File: src/hw/rtl/hlsi_pkg.sv
// Shared constants, register codes and control structs of the hoist link interlock.
`default_nettype none

package hlsi_pkg;

	localparam int CHAN_W           = 16;
	localparam int MAX_CHANNELS     = 6;
	localparam int NUM_CHANNELS_DEF = 6;
	localparam int TIMER_W          = 16;
	localparam int COUNT_W          = 8;
	localparam int CFG_IDX_W        = 3;
	localparam int CFG_DATA_W       = 16;

	localparam logic [TIMER_W-1:0] TIMEOUT_TICKS_RST     = 16'd150;
	localparam logic [COUNT_W-1:0] VALID_THRESHOLD_RST   = 8'd5;
	localparam logic [TIMER_W-1:0] CONTROL_PERIOD_RST    = 16'd25;
	localparam logic [TIMER_W-1:0] BLINK_HALF_PERIOD_RST = 16'd500;
	localparam logic [COUNT_W-1:0] BLINK_MASK_RST        = 8'h01;

	typedef enum logic [CFG_IDX_W-1:0] {
		REG_TIMEOUT_TICKS     = 3'd0,
		REG_VALID_THRESHOLD   = 3'd1,
		REG_CONTROL_PERIOD    = 3'd2,
		REG_BLINK_HALF_PERIOD = 3'd3,
		REG_BLINK_MASK        = 3'd4
	} cfg_reg_t;

	typedef enum logic {
		REQ_MESSAGE = 1'b0,
		REQ_TICK    = 1'b1
	} req_t;

	typedef struct packed {
		logic [TIMER_W-1:0] timeout_ticks;
		logic [COUNT_W-1:0] valid_threshold;
		logic [TIMER_W-1:0] control_period;
		logic [TIMER_W-1:0] blink_half_period;
	} timer_cfg_t;

	typedef struct packed {
		logic msg;
		logic tick;
	} timer_ctrl_t;

	// Values as they stand after the current tick has been applied
	typedef struct packed {
		logic               link_up;
		logic [COUNT_W-1:0] blink_count;
		logic               period_end;
	} timer_stat_t;

endpackage

`default_nettype wire

File: src/hw/rtl/hoist_link_safety_interlock.sv
// Top level of the hoist link safety interlock: input stage, command image and result register.
// Usage:
//   Input channel (in_valid / in_stall): each transfer is either a command message
//   (req_type 0, six channel words) or one time tick (req_type 1, estop_loop_ok level).
//   Output channel (out_valid / out_stall): one result per tick that closes a control
//   period; messages and other ticks give nothing.
//   Configuration (cfg_valid / cfg_ready, cfg_index, cfg_data): cfg_ready is always high;
//   write only while no transfer is in flight.
// Timing:
//   An item is captured in the input register and applied from there; the result of a
//   period-ending tick is loaded into the result register as the tick leaves it. One
//   item per cycle is taken for as long as the output is not stalled; the timers and
//   image registers update as each item is applied, which sets that rate.
// Stall:
//   The result register holds while out_stall is high. Messages and ticks that close no
//   period keep flowing; only a period-ending tick waits in the input register, and
//   in_stall rises behind it.
// Reset:
//   arst_n clears the image, the counters and the link (link down, watchdog cleared), and loads
//   the register defaults: timeout 150, threshold 5, period 25, blink 500, mask 1.
`default_nettype none

module hoist_link_safety_interlock #(
	parameter int NUM_CHANNELS = hlsi_pkg::NUM_CHANNELS_DEF
) (
	input  wire                               clk,
	input  wire                               arst_n,

	input  wire                               in_valid,
	output logic                              in_stall,
	input  wire                               req_type,
	input  wire  [hlsi_pkg::CHAN_W-1:0]       chan0_word,
	input  wire  [hlsi_pkg::CHAN_W-1:0]       chan1_word,
	input  wire  [hlsi_pkg::CHAN_W-1:0]       chan2_word,
	input  wire  [hlsi_pkg::CHAN_W-1:0]       chan3_word,
	input  wire  [hlsi_pkg::CHAN_W-1:0]       chan4_word,
	input  wire  [hlsi_pkg::CHAN_W-1:0]       chan5_word,
	input  wire                               estop_loop_ok,

	output logic                              out_valid,
	input  wire                               out_stall,
	output logic                              contactor_enable,
	output logic                              push_image,
	output logic [hlsi_pkg::CHAN_W-1:0]       out_chan0,
	output logic [hlsi_pkg::CHAN_W-1:0]       out_chan1,
	output logic [hlsi_pkg::CHAN_W-1:0]       out_chan2,
	output logic [hlsi_pkg::CHAN_W-1:0]       out_chan3,
	output logic [hlsi_pkg::CHAN_W-1:0]       out_chan4,
	output logic [hlsi_pkg::CHAN_W-1:0]       out_chan5,
	output logic [hlsi_pkg::MAX_CHANNELS-1:0] go_lamps,
	output logic                              link_lamp,

	input  wire                               cfg_valid,
	output logic                              cfg_ready,
	input  wire  [hlsi_pkg::CFG_IDX_W-1:0]    cfg_index,
	input  wire  [hlsi_pkg::CFG_DATA_W-1:0]   cfg_data
);

	localparam int CHW = hlsi_pkg::CHAN_W;
	localparam int MAXC = hlsi_pkg::MAX_CHANNELS;
	localparam int CW = hlsi_pkg::COUNT_W;

	// Configuration registers
	hlsi_pkg::timer_cfg_t tcfg_q;
	logic [CW-1:0]        blink_mask_q;

	// Input stage
	logic                 valid_s1;
	hlsi_pkg::req_t       req_s1;
	logic                 loop_ok_s1;
	logic [CHW-1:0]       chan_s1 [NUM_CHANNELS];
	logic [CHW-1:0]       word_in [MAXC];

	// Command image and the image seen at the last evaluation
	logic [CHW-1:0]       image_q [NUM_CHANNELS];
	logic [CHW-1:0]       prev_q  [NUM_CHANNELS];

	// Result register
	logic                 out_valid_q;
	logic                 contactor_q;
	logic                 push_q;
	logic [CHW-1:0]       out_word_q [MAXC];
	logic [MAXC-1:0]      lamps_q;
	logic                 link_lamp_q;

	hlsi_pkg::timer_ctrl_t tctrl;
	hlsi_pkg::timer_stat_t tstat;

	logic                 is_tick;
	logic                 wants_result;
	logic                 s1_go;
	logic                 fire;
	logic                 eval_now;
	logic [NUM_CHANNELS-1:0] nz;
	logic [NUM_CHANNELS-1:0] df;
	logic [MAXC-1:0]      lamps_d;
	logic [CHW-1:0]       out_word_d [MAXC];
	logic                 blank;
	logic                 lamp_d;

	assign word_in[0] = chan0_word;
	assign word_in[1] = chan1_word;
	assign word_in[2] = chan2_word;
	assign word_in[3] = chan3_word;
	assign word_in[4] = chan4_word;
	assign word_in[5] = chan5_word;

	// Configuration writes go straight into the registers; no backpressure needed
	assign cfg_ready = 1'b1;

	always_ff @(posedge clk or negedge arst_n) begin
		if (!arst_n) begin
			tcfg_q.timeout_ticks     <= hlsi_pkg::TIMEOUT_TICKS_RST;
			tcfg_q.valid_threshold   <= hlsi_pkg::VALID_THRESHOLD_RST;
			tcfg_q.control_period    <= hlsi_pkg::CONTROL_PERIOD_RST;
			tcfg_q.blink_half_period <= hlsi_pkg::BLINK_HALF_PERIOD_RST;
			blink_mask_q             <= hlsi_pkg::BLINK_MASK_RST;
		end else if (cfg_valid && cfg_ready) begin
			case (cfg_index)
				hlsi_pkg::REG_TIMEOUT_TICKS:     tcfg_q.timeout_ticks     <= cfg_data;
				hlsi_pkg::REG_VALID_THRESHOLD:   tcfg_q.valid_threshold   <= cfg_data[CW-1:0];
				hlsi_pkg::REG_CONTROL_PERIOD:    tcfg_q.control_period    <= cfg_data;
				hlsi_pkg::REG_BLINK_HALF_PERIOD: tcfg_q.blink_half_period <= cfg_data;
				hlsi_pkg::REG_BLINK_MASK:        blink_mask_q             <= cfg_data[CW-1:0];
				default: ;  // writes beyond the register list are dropped
			endcase
		end
	end

	// Stage control: only a period-ending tick can be held back by a full,
	// stalled result register.
	assign is_tick      = (req_s1 == hlsi_pkg::REQ_TICK);
	assign wants_result = is_tick && tstat.period_end;
	assign s1_go        = !wants_result || !out_valid_q || !out_stall;
	assign fire         = valid_s1 && s1_go;
	assign eval_now     = fire && wants_result;
	assign in_stall     = valid_s1 && !s1_go;

	assign tctrl.msg  = fire && !is_tick;
	assign tctrl.tick = fire && is_tick;

	always_ff @(posedge clk or negedge arst_n) begin
		if (!arst_n) begin
			valid_s1 <= 1'b0;
		end else if (in_valid && !in_stall) begin
			valid_s1 <= 1'b1;
		end else if (fire) begin
			valid_s1 <= 1'b0;
		end
	end

	// Capture the payload on each transfer
	always_ff @(posedge clk) begin
		if (in_valid && !in_stall) begin
			req_s1     <= hlsi_pkg::req_t'(req_type);
			loop_ok_s1 <= estop_loop_ok;
			for (int k = 0; k < NUM_CHANNELS; k++) begin
				chan_s1[k] <= word_in[k];
			end
		end
	end

	hlsi_timers u_timers (
		.clk    (clk),
		.arst_n (arst_n),
		.cfg    (tcfg_q),
		.ctrl   (tctrl),
		.stat   (tstat)
	);

	// Store the image on a message; remember it on every evaluation
	always_ff @(posedge clk or negedge arst_n) begin
		if (!arst_n) begin
			for (int k = 0; k < NUM_CHANNELS; k++) begin
				image_q[k] <= '0;
				prev_q[k]  <= '0;
			end
		end else begin
			for (int k = 0; k < NUM_CHANNELS; k++) begin
				if (tctrl.msg) begin
					image_q[k] <= chan_s1[k];
				end
				if (eval_now) begin
					prev_q[k] <= image_q[k];
				end
			end
		end
	end

	// Per-channel flags; channels past NUM_CHANNELS read as zero
	for (genvar k = 0; k < MAXC; k++) begin : g_chan
		if (k < NUM_CHANNELS) begin : g_used
			assign nz[k]               = (image_q[k] != '0);
			assign df[k]               = (image_q[k] != prev_q[k]);
			assign lamps_d[MAXC-1-k]   = nz[k];
			assign out_word_d[k]       = blank ? '0 : image_q[k];
		end else begin : g_unused
			assign lamps_d[MAXC-1-k]   = 1'b0;
			assign out_word_d[k]       = '0;
		end
	end

	// Blank on link loss, emergency or an all-zero image
	assign blank  = !tstat.link_up || !loop_ok_s1 || !(|nz);
	assign lamp_d = tstat.link_up && (loop_ok_s1 || ((tstat.blink_count & blink_mask_q) != '0));

	always_ff @(posedge clk or negedge arst_n) begin
		if (!arst_n) begin
			out_valid_q <= 1'b0;
		end else if (eval_now) begin
			out_valid_q <= 1'b1;
		end else if (!out_stall) begin
			out_valid_q <= 1'b0;
		end
	end

	always_ff @(posedge clk) begin
		if (eval_now) begin
			contactor_q <= !blank;
			push_q      <= blank || (|df);
			lamps_q     <= blank ? '0 : lamps_d;
			link_lamp_q <= lamp_d;
			for (int k = 0; k < MAXC; k++) begin
				out_word_q[k] <= out_word_d[k];
			end
		end
	end

	assign out_valid        = out_valid_q;
	assign contactor_enable = contactor_q;
	assign push_image       = push_q;
	assign out_chan0        = out_word_q[0];
	assign out_chan1        = out_word_q[1];
	assign out_chan2        = out_word_q[2];
	assign out_chan3        = out_word_q[3];
	assign out_chan4        = out_word_q[4];
	assign out_chan5        = out_word_q[5];
	assign go_lamps         = lamps_q;
	assign link_lamp        = link_lamp_q;

`ifndef ASSERT_OFF
	a_no_overwrite: assert property (@(posedge clk) disable iff (!arst_n)
		eval_now |-> !(out_valid_q && out_stall))
		else $error("result register overwritten while stalled");

	a_enable_lamp: assert property (@(posedge clk) disable iff (!arst_n)
		(out_valid_q && contactor_q) |-> link_lamp_q)
		else $error("contactors enabled with link lamp dark");

	a_enable_image: assert property (@(posedge clk) disable iff (!arst_n)
		(out_valid_q && contactor_q) |-> (lamps_q != '0))
		else $error("contactors enabled on an empty image");

	a_blank_push: assert property (@(posedge clk) disable iff (!arst_n)
		(out_valid_q && !contactor_q) |-> (push_q && lamps_q == '0))
		else $error("blanked result not pushed as zero image");
`endif

endmodule

`default_nettype wire

File: src/hw/rtl/hlsi_timers.sv
// Link watchdog, message counter, blink prescaler and control period timer.
`default_nettype none

module hlsi_timers (
	input  wire                  clk,
	input  wire                  arst_n,
	input  wire hlsi_pkg::timer_cfg_t  cfg,
	input  wire hlsi_pkg::timer_ctrl_t ctrl,
	output hlsi_pkg::timer_stat_t stat
);

	localparam int TW = hlsi_pkg::TIMER_W;
	localparam int CW = hlsi_pkg::COUNT_W;

	logic          link_q;
	logic [TW-1:0] wd_q;
	logic [CW-1:0] valid_cnt_q;
	logic [CW-1:0] blink_q;
	logic [TW-1:0] prescale_q;
	logic [TW-1:0] period_q;

	logic [TW-1:0] wd_inc;
	logic [TW-1:0] prescale_inc;
	logic [TW-1:0] period_inc;
	logic          expire;
	logic          blink_step;
	logic          period_end;

	always_comb begin
		// saturate the watchdog count at all ones
		wd_inc       = (wd_q == '1) ? wd_q : TW'(wd_q + 1'b1);
		expire       = link_q && (wd_inc >= cfg.timeout_ticks);
		prescale_inc = TW'(prescale_q + 1'b1);
		blink_step   = (prescale_inc >= cfg.blink_half_period);
		period_inc   = TW'(period_q + 1'b1);
		period_end   = (period_inc >= cfg.control_period);

		stat.link_up     = link_q && !expire;
		stat.blink_count = blink_step ? CW'(blink_q + 1'b1) : blink_q;
		stat.period_end  = period_end;
	end

	always_ff @(posedge clk or negedge arst_n) begin
		if (!arst_n) begin
			link_q      <= 1'b0;
			wd_q        <= '0;
			valid_cnt_q <= '0;
			blink_q     <= '0;
			prescale_q  <= '0;
			period_q    <= '0;
		end else if (ctrl.tick) begin
			if (expire) begin
				link_q      <= 1'b0;
				wd_q        <= '0;
				valid_cnt_q <= '0;
			end else if (link_q) begin
				wd_q <= wd_inc;
			end
			prescale_q <= blink_step ? '0 : prescale_inc;
			blink_q    <= stat.blink_count;
			period_q   <= period_end ? '0 : period_inc;
		end else if (ctrl.msg) begin
			if (valid_cnt_q < cfg.valid_threshold) begin
				valid_cnt_q <= CW'(valid_cnt_q + 1'b1);
			end else begin
				// rearm the one-shot watchdog and raise the link
				link_q <= 1'b1;
				wd_q   <= '0;
			end
		end
	end

endmodule

`default_nettype wire
File: config.mk
export PLATFORM = sky130hd
export DESIGN_NAME = hoist_link_safety_interlock
export DESIGN_NICKNAME = d
export VERILOG_FILES = /design/src/hw/rtl/hlsi_pkg.sv /design/src/hw/rtl/hoist_link_safety_interlock.sv /design/src/hw/rtl/hlsi_timers.sv
export SDC_FILE = /design/constraint.sdc
export NUM_CORES = 1
export LEC_CHECK = 0
export ABC_AREA = 0
export ABC_CLOCK_PERIOD_IN_PS = 6790
export BUFFER_PORTS_ARGS = -buffer_cell sky130_fd_sc_hd__buf_2
export CORE_UTILIZATION = 55
export CTS_BUF_LIST = sky130_fd_sc_hd__clkbuf_8
export DETAILED_ROUTE_END_ITERATION = 10
export PLACE_DENSITY_LB_ADDON = 0.3
export SLEW_MARGIN = 20
export SYNTH_ARGS = -nofsm -noshare
export SYNTH_HDL_FRONTEND = slang
export SYNTH_SLANG_ARGS = --single-unit
File: constraint.sdc
create_clock -name clk -period 6.79 [get_ports clk]
set_clock_uncertainty 0.05 [all_clocks]
set_input_delay 0.3395 -clock clk [delete_from_list [all_inputs] [get_ports clk]]
set_output_delay 0.3395 -clock clk [all_outputs]
set_load 0.02 [all_outputs]
After elaboration in Yosys (flattened, before gate mapping)
Memories as Yosys holds them, arrays and structs flattened. A register that Yosys moved wholly into a read port is not among the register bits.
Cells that the tools add are included.
{"block": "totals", "output_inout_bits": 108, "n_memories": 2, "mem_bits_rw": 192, "word_cells": 137, "ff_bits": 238, "in_bits": 122}
{"memory": "chan_s1", "depth": 6, "word_bits": 16, "read_ports": 6, "rd_ports_with_merged_regs": 6, "wr": 6, "line": "hoist_link_safety_interlock.sv:71", "rtl": "logic [CHW-1:0] chan_s1 [NUM_CHANNELS];"}
{"memory": "out_word_q", "depth": 6, "word_bits": 16, "read_ports": 6, "rd_ports_with_merged_regs": 0, "wr": 6, "line": "hoist_link_safety_interlock.sv:82", "rtl": "logic [CHW-1:0] out_word_q [MAXC];"}
{"block": "op_classes", "eq_ne": 15, "n_lt_le_gt_ge": 4, "muxes": 31, "n_reduce_logical": 54, "n_bitwise": 1, "add_sub_neg": 5}
{"cell": "$mux 16", "n": 14}
{"cell": "$ne 16x16->1", "n": 6}
{"cell": "$reduce_bool 16->1", "n": 6}
{"cell": "$add 16x1->16 const B", "n": 3}
{"cell": "$ge 16x16->1", "n": 3}
{"cell": "$mux 8", "n": 5}
{"cell": "$logic_not 1->1", "n": 17}
{"cell": "$add 8x1->8 const B", "n": 2}
{"cell": "$eq 16x16->1 const B", "n": 1}
{"cell": "$mux 1", "n": 12}
{"cell": "$reduce_or 6->1", "n": 2}
{"cell": "$logic_and 1x1->1", "n": 10}
{"cell": "$reduce_and 2->1", "n": 5}
{"cell": "$reduce_and 3->1", "n": 3}
{"cell": "$and 8x8->8", "n": 1}
{"cell": "$lt 8x8->1", "n": 1}
{"cell": "$reduce_bool 8->1", "n": 1}
{"cell": "$eq 3x2->1 const B", "n": 2}
{"cell": "$logic_or 1x1->1", "n": 6}
{"cell": "$reduce_bool 2->1", "n": 3}
{"cell": "$ne 2x1->1 const B", "n": 2}
{"cell": "$eq 3x1->1 const B", "n": 1}
{"cell": "$eq 3x3->1 const B", "n": 1}
{"cell": "$logic_not 3->1", "n": 1}
{"cell": "other kinds (2)", "n": 2}

Depth between registers and ports, before layout
Gate-level depths: netlist of the first run.
{"block": "depth", "word_depth": 12, "depth_mapped": 19, "depth_no_buf": 17}

Cells and area by module
A second synthesis of the first run with hierarchy kept.
{"block": "unflattened", "hier_cells": 1838, "area_unflattened_um2": 23002.1}
{"module": "hoist_link_safety_interlock", "area_each_um2": 17735.8, "seq_area_each_um2": 12572.1, "cells_each": 1243, "n_inst": 1}
{"module": "hlsi_timers", "area_each_um2": 5266.3, "seq_area_each_um2": 1626.6, "cells_each": 595, "n_inst": 1}

Least setup slack after synthesis of the first run
No wires, ideal clock.
{"block": "synth_path", "kind": "reg-to-reg", "startpoint": "register u_timers.period_q[0]", "endpoint": "memory chan_s1[0][0] (netlist bit) (enable)", "t_required_ps": 6175, "setup_ps": 565, "path_stages_with_launch": 16, "path_slack_ps": -704, "period_less_slack_ps": 7494, "path_buffers": 1, "arrival_ps": 6879, "path_cell_list": "dfrtp_1 -> ha_1 -> nand3_1 -> nor2_1 -> and3_1 -> nand3_1 -> xnor2_1 -> ha_1 -> nand4_1 -> nor2_1 -> a221oi_2 -> o211ai_1 -> buf_2 -> nand3_1 -> nor2_1 -> nor2b_1"}
{"element": "start, declared", "line": "hlsi_timers.sv:20", "rtl": "logic [TW-1:0] period_q;"}
{"element": "start signal, assigned", "line": "hlsi_timers.sv:61", "rtl": "period_q <= period_end ? '0 : period_inc;"}
{"element": "end, declared", "line": "hoist_link_safety_interlock.sv:71"}

Final worst setup path of the first run
{"block": "layout_path", "startpoint": "register u_timers.period_q[0]", "endpoint": "register u_timers.wd_q[2]"}
{"block": "layout_via", "elab_chain_cells": 10, "elab_cells_between_ends": 14, "cone_classes": "add/sub (1); order compare (1); eq/ne (2); mux (1); reduce/logical (9)"}
{"element": "$add 16x1->16 (*)", "line": "hlsi_timers.sv:35", "rtl": "period_inc = TW'(period_q + 1'b1);"}
{"element": "$ge 16x16->1 (*)", "line": "hlsi_timers.sv:36", "rtl": "period_end = (period_inc >= cfg.control_period);"}
{"element": "$logic_and 1x1->1 (*)", "line": "hoist_link_safety_interlock.sv:133", "rtl": "assign wants_result = is_tick && tstat.period_end;"}
{"element": "$logic_not 1->1 (*)", "line": "hoist_link_safety_interlock.sv:134", "rtl": "assign s1_go = !wants_result || !out_valid_q || !out_stall;"}
{"element": "$logic_or 1x1->1 (*) (2 in a row)", "line": "hoist_link_safety_interlock.sv:134"}
{"element": "$logic_and 1x1->1 (*)", "line": "hoist_link_safety_interlock.sv:135", "rtl": "assign fire = valid_s1 && s1_go;"}
{"element": "$logic_and 1x1->1, on equally long branches", "line": "hoist_link_safety_interlock.sv:140, hoist_link_safety_interlock.sv:139"}
{"element": "$ne 3x1->1 (no line) (tied with other cells)"}
{"element": "$reduce_and 3->1 (no line)"}
{"element": "end signal, assigned", "line": "hlsi_timers.sv:57", "rtl": "wd_q <= wd_inc;"}
{"element": "end, declared", "line": "hlsi_timers.sv:16", "rtl": "logic [TW-1:0] wd_q;"}
Mark *: on every way between the ends. The rest lies on a longest branch, timed or not.
A chain may end at the register's enable or synchronous reset.

==> results of run 1 <==
-- worst paths after layout --
kind | from | end | slack [ps] | cells after the start
setup / recovery | u_timers.period_q[0]$_DFFE_PN0P_ | u_timers.wd_q[2]$_DFFE_PN0P_ | 1180 | 16
hold / removal | cfg_index[1] | tcfg_q[34]$_DFFE_PN1P_ | 190 | 4
setup reg to reg | u_timers.period_q[0]$_DFFE_PN0P_ | u_timers.wd_q[2]$_DFFE_PN0P_ | 1180 | 16
hold reg to reg | chan_s1[3][3]$_DFFE_PP_ | image_q[35]$_DFFE_PN0P_ | 380 | 2
max in group asynchronous | arst_n | prev_q[55]$_DFFE_PN0P_ | 4860 | 3
min in group asynchronous | arst_n | image_q[20]$_DFFE_PN0P_ | 320 | 2
-- sequential cells by signal, summed over array words and instances (netlist names), 6 cells and up --
name                  flops
u_timers.period_q        16
tcfg_q                   56
u_timers.wd_q            16
out_word_q               96
chan_s1                  96
u_timers.prescale_q      16
prev_q                   96
image_q                  96
go_lamps                  6
u_timers.blink_q          8
u_timers.valid_cnt_q      8
blink_mask_q              8
-- cells in the final DEF (no fill, tap or decap), types with 33 or more instances in the layout --
cell / instances
nand2_1: 416
o21ai_0: 97
buf_2: 227
xor2_1: 52
inv_1: 98
nand3_1: 34
edfxtp_1: 203
ha_1: 60
nor4_1: 37
mux2_2: 108
xnor2_1: 86
nand4_1: 33
clkbuf_8: 105
and2_1: 101
dfrtp_1: 307
nor2_1: 45
dlygate4sd3_1: 117
-- per-layer routing --
metal | global-route usage | vias to the layer above | part of all wire
met1 | 0.358 | 7782 | 0.44
li1 | - | 7452 | -
met5 | 0 | - | 0
met2 | 0.423 | 489 | 0.47
met3 | 0.0514 | 105 | 0.055
met4 | 0.0987 | 0 | 0.029
-- through the flow --
step                      utilization  setup slack (ps)  area (um2)  instances
after floorplan                     -              1180       23000       1930
after global placement          0.601              1460       24600       2637
after detailed placement        0.601              1210       24600       2637
after CTS                       0.672              1190       27600       2917
after global routing            0.672               769       27600       2917
final                           0.672              1180       27600       2917
-- power groups by stage --
stage | combinational [mW] | clock, mW | sequential [mW]
finish | 1.89 | 2.77 | 4.46
global route | 2.11 | 2.97 | 4.53
CTS | 1.90 | 2.83 | 4.45
detailed placement | 1.83 | 0 | 4.51
global placement | 1.76 | 0 | 4.48
floorplan | 1.33 | 0 | 4.37
-- worst max-delay path, delay by kind of cell, from the launching register on --
| kind | cells | cell delay [ps] |
|---|---|---|
| adders and majority gates | 2 | 600 |
| DFF | 1 | 430 |
| buffers and inverters | 1 | 300 |
| xor gates and xnor gates | 1 | 170 |
| AOI/OAI and AO/OA | 4 | 2620 |
| and+or+nand+nor | 8 | 1300 |
-- final cells by class --
class                           count  area, um2  area share
Sequential cell                   526      14200       0.515
Multi-Input combinational cell   1274       8270       0.300
Timing Repair Buffer              359       2430      0.0883
Clock buffer                      105       1450      0.0524
Tap cell                          532        666      0.0241
Clock inverter                     58        314      0.0114
Inverter                           63        239     0.00867
-- logic make-up (layout without fill, tap and decap cells) --
| family | count (synthesis) | count (layout) | share of synthesized area |
|---|---|---|---|
| DFF | 526 | 526 | 0.618 |
| other | 1 | 1 | 0.000163 |
| buffers and inverters | 130 | 585 | 0.0232 |
| adders and majority gates | 60 | 60 | 0.0327 |
| and+or+nand+nor | 758 | 758 | 0.155 |
| AOI/OAI and AO/OA | 188 | 188 | 0.0518 |
| xor gates and xnor gates | 138 | 138 | 0.0526 |
| muxes | 129 | 129 | 0.0660 |
==> results.sh, run 1 <==
export IMPL_outcome="finished, violations left"
export IMPL_violations="DRC"
export IMPL_ioPinCount=230
export IMPL_syn_inst=1930
export IMPL_fillCellCount=2994
export IMPL_via_per_inst=5.43
export IMPL_post_cts_setup_buffer_count=0
export IMPL_grt_pass1_wl_um=85300
export IMPL_power_density_mw_per_mm2=331
export IMPL_ys_seq_area_frac=0.618
export IMPL_route_detailed_drc=33
export IMPL_power_internal_mw=6.33
export IMPL_setup_violations=0
export IMPL_pwr_share_comb=0.207
export IMPL_overflow=0
export IMPL_die_h_um=206
export IMPL_yosysUniqueCellTypes=63
export IMPL_ant_nets=0
export IMPL_total_power_mw=9.12
export IMPL_diodes=0
export IMPL_clockPowerShare=0.304
export IMPL_sw_frac_of_total=0.306
export IMPL_die_w_um=206
export IMPL_synth_fp_nets=2112
export IMPL_slew_headroom=0.248
export IMPL_drive_gt1_frac=0.221
export IMPL_io_buffers=228
export IMPL_ys_flop_type="dfrtp_1"
export IMPL_cap_violations=0
export IMPL_start_util=0.560
export IMPL_p_leak_nw=12.6
export IMPL_cp_end_kind="flip-flop"
export IMPL_insertion_delay_ps=670
export IMPL_holdBufCountCts=117
export IMPL_hold_class="in2reg"
export IMPL_track_usage=0.264
export IMPL_cts_buffers=87
export IMPL_slew_viol_final=0
export IMPL_clk_pin_slew_worst_paths_ps=60
export IMPL_fin_setup_tns_ps=0
export IMPL_cp_slowest_cell="o211ai_1"
export IMPL_cts_tree="built"
export IMPL_dr_first_iter_drc_count=1201
export IMPL_synth_top_cells_by_count="416 x nand2_1, 307 x dfrtp_1, 203 x edfxtp_1"
export IMPL_place_hpwl_um=36600
export IMPL_finalWirelength_um=55300
export IMPL_p_sw_mw=2.79
export IMPL_worstPathRequired_ps=7280
export IMPL_crit_type="reg2reg"
export IMPL_grt_pass1_vias=15500
export IMPL_seq_power_share=0.489
export IMPL_syn_to_final_growth_pct=20.1
export IMPL_cts_path_max_buffers=3
export IMPL_hold_viol_final=0
export IMPL_max_vdd_ir_drop_uv=181
export IMPL_rsz0062_at_grt="no"
export IMPL_cts_root_buf="clkbuf_8"
export IMPL_synth_top_area_share=0.335
export IMPL_ys_warn_count=0
export IMPL_syn_avg_cell_area_um2=11.9
export IMPL_tightest_slew_ps=1130
export IMPL_num_vias=15800
export IMPL_coreArea_mm2=0.0410
export IMPL_syn_cell_area_mm2=0.0230
export IMPL_period_share=0.826
export IMPL_cts_sinks=526
export IMPL_ctsResizeCount=0
export IMPL_nets=2493
export IMPL_grt_max_degree=125
export IMPL_ys_ff_latch=526
export IMPL_synth_edf_count=203
export IMPL_critPathLaunchType="flip-flop"
export IMPL_min_period_ps=5610
export IMPL_dieArea_mm2=0.0426
export IMPL_num_rows=74
export IMPL_synth_top_area_cell="dfrtp_1"
export IMPL_critPathMaxStageDelay_ps=850
export IMPL_post_synth_top_count_cell="nand2_1"
export IMPL_routabilityCongestion=0.836
export IMPL_whs_ps=186
export IMPL_timing_fmax_ghz=0.178
export IMPL_arrival_ps=6100
export IMPL_h_tree_depth=3
export IMPL_antenna_found_initial=1
export IMPL_cp_cell_sequence="ha_1, nand3_1, nor2_1, and3_1, nand3_1, xnor2_1, ha_1, nand4_1, nor2_1, nand4_1, o211ai_1, buf_4, a31o_2, o22a_1, nor2b_1, o22a_1"
export IMPL_synthTopCellsByArea="dfrtp_1 33%, edfxtp_1 27%, nand2_1 6.8%"
export IMPL_async_reset_ff_frac=0.614
export IMPL_wl_per_cell_um=18.9
export IMPL_first_pass_iters=8
export IMPL_cp_max_fo=48
Power figures use the tool's default switching activity.
==> inputs of run 2 (changes only) <==
--- a/config.mk
+++ b/config.mk
@@ -6,7 +6,7 @@
 export NUM_CORES = 1
 export LEC_CHECK = 0
 export ABC_AREA = 0
-export ABC_CLOCK_PERIOD_IN_PS = 6790
+export ABC_CLOCK_PERIOD_IN_PS = 5400
 export BUFFER_PORTS_ARGS = -buffer_cell sky130_fd_sc_hd__buf_2
 export CORE_UTILIZATION = 55
 export CTS_BUF_LIST = sky130_fd_sc_hd__clkbuf_8
==> constraint.sdc (replaced) <==
create_clock -name clk -period 5.4 [get_ports clk]
set_clock_uncertainty 0.05 [all_clocks]
set_input_delay 0.27 -clock clk [delete_from_list [all_inputs] [get_ports clk]]
set_output_delay 0.27 -clock clk [all_outputs]
set_load 0.02 [all_outputs]
==> run 2 against run 1 <==
Net effect: the flow still finishes with violations (DRC); core utilization barely moved; sequential power rose by 26%; final cell count barely moved; worst setup slack got worse by 510 ps; die area did not move; non-clock buffer count rose by 2; via count barely moved; sequential cell count did not move; first-iteration DRC count fell by 6.5%.
==> results.sh, run 2 (synthesis gave the netlist of run 1 again) <==
export IMPL_timing_rr_end="prev_q[16]$_DFFE_PN0P_"
export IMPL_max_vdd_ir_drop_uv=242
export IMPL_pre_cts_slack_ps=931
export IMPL_insertion_delay_ps=660
export IMPL_mostFrequentLayoutCell="nand2_1"
export IMPL_critPathLaunchType="flip-flop"
export IMPL_cts_root_buf="clkbuf_8"
export IMPL_clk_pin_slew_worst_paths_ps=60
export IMPL_min_period_ps=4730
export IMPL_track_usage=0.265
export IMPL_cts_path_max_buffers=3
export IMPL_mostFrequentLayoutCells="416 x nand2_1, 307 x dfrtp_1, 227 x buf_2, 203 x edfxtp_1, 117 x dlygate4sd3_1"
export IMPL_timing_fmax_ghz=0.212
export IMPL_first_pass_iters=8
export IMPL_overflow=0
export IMPL_via_per_inst=5.42
export IMPL_grt_max_degree=190
export IMPL_routabilityCongestion=0.864
export IMPL_rsz0062_at_grt="no"
export IMPL_antenna_found_initial=0
export IMPL_die_w_um=206
export IMPL_arrival_ps=4410
export IMPL_slew_headroom=0.326
export IMPL_period_share=0.875
export IMPL_nets=2496
export IMPL_h_tree_depth=3
export IMPL_cap_violations=0
export IMPL_fillCellCount=3067
export IMPL_dp_cells=2638
export IMPL_ioPinCount=230
export IMPL_start_util=0.560
export IMPL_slew_viol_final=0
export IMPL_syn_to_final_growth_pct=20.0
export IMPL_final_design_area_no_fill_mm2=0.0276
export IMPL_grt_pass1_vias=15900
export IMPL_hold_viol_final=0
export IMPL_setup_violations=0
export IMPL_ant_nets=0
export IMPL_coreArea_mm2=0.0410
export IMPL_fin_ws_ps=673
export IMPL_fin_setup_tns_ps=0
export IMPL_tightest_slew_ps=1010
export IMPL_finalWirelength_um=55200
export IMPL_p_leak_nw=12.6
export IMPL_place_hpwl_um=36500
export IMPL_power_density_mw_per_mm2=411
export IMPL_hold_class="in2async"
export IMPL_worstPathRequired_ps=5080
export IMPL_cts_sinks=526
export IMPL_io_buffers=228
export IMPL_violations="DRC"
export IMPL_cp_max_fo=6
export IMPL_grt_pass1_wl_um=85700
export IMPL_ff2ff_path_depth=15
export IMPL_dieArea_mm2=0.0426
export IMPL_dpl_cell_area_mm2=0.0247
export IMPL_route_detailed_drc=34
export IMPL_finalNonFillerCells=2918
export IMPL_num_rows=74
export IMPL_cp_end_kind="output port"
export IMPL_drive_gt1_frac=0.216
export IMPL_outcome="finished, violations left"
export IMPL_crit_type="reg2out"
export IMPL_num_vias=15800
export IMPL_dr_first_iter_drc_count=1123
export IMPL_cts_tree="built"
export IMPL_diodes=0
export IMPL_r2r_start="u_timers.period_q[0]$_DFFE_PN0P_"
export IMPL_die_h_um=206
export IMPL_rrSetupSlack_ps=870
export IMPL_wl_per_cell_um=18.9
export IMPL_cts_buffers=88
[run 2: how the worst max path moves through the flow]
| stage | startpoint | end | cells past startpoint |
|---|---|---|---|
| finish | u_timers.period_q[0]$_DFFE_PN0P_ | in_stall | 14 |
| detailed placement | u_timers.wd_q[0]$_DFFE_PN0P_ | push_image$_DFFE_PP_ | 18 |
| CTS | u_timers.period_q[0]$_DFFE_PN0P_ | in_stall | 14 |
| floorplan | u_timers.period_q[0]$_DFFE_PN0P_ | contactor_enable$_DFFE_PP_ | 17 |
| global placement | u_timers.wd_q[0]$_DFFE_PN0P_ | push_image$_DFFE_PP_ | 18 |
| global route | u_timers.period_q[0]$_DFFE_PN0P_ | in_stall | 14 |
[run 2: what timing repair did]
action                     CTS  global route
gates resized for setup      0             0
hold endpoints to repair   246             0
hold buffers               117             0
buffers inserted             0             0
setup endpoints to repair    0             0
[run 2: power breakdown]
part	internal (mW)	switching [mW]
clock network	1.75	1.58
logic	1.16	1.22
registers	4.94	0.667
total	7.86	3.47
[run 2: per-layer routing]
layer  part of all wire  track usage
met5                  0            0
met1               0.43        0.354
met3              0.058       0.0443
met4              0.027       0.0927
met2               0.49        0.438
[run 2: critical path, stage by stage, from the launching register on]
cell and delay [ps]:
dfrtp_1 420, ha_1 260, nand3_1 180, nor2_1 260, nand3_1 180, nor2_1 190
xnor2_1 120, ha_1 310, nand4_1 90, nor2_1 160, nand4_1 110, o211ai_1 600
nand3_1 240, nor2_1 390, buf_2 250
[run 2: cell type report]
class                           instances  area (um2)  share of cell area
Inverter                               63         240             0.00872
Clock inverter                         61         277              0.0100
Clock buffer                          101        1390              0.0504
Sequential cell                       526       14200               0.515
Timing Repair Buffer                  361        2510              0.0912
Tap cell                              532         666              0.0242
Multi-Input combinational cell       1274        8270               0.300
[run 2: metrics by stage]
stage	total power, mW	hold slack (ps)	utilization
final	11.3	128	0.672
after floorplan	7.16	-75.6	-
after global placement	7.85	254	0.602
after detailed placement	7.98	258	0.602
after global routing	11.9	125	0.672
after CTS	11.4	71.8	0.671
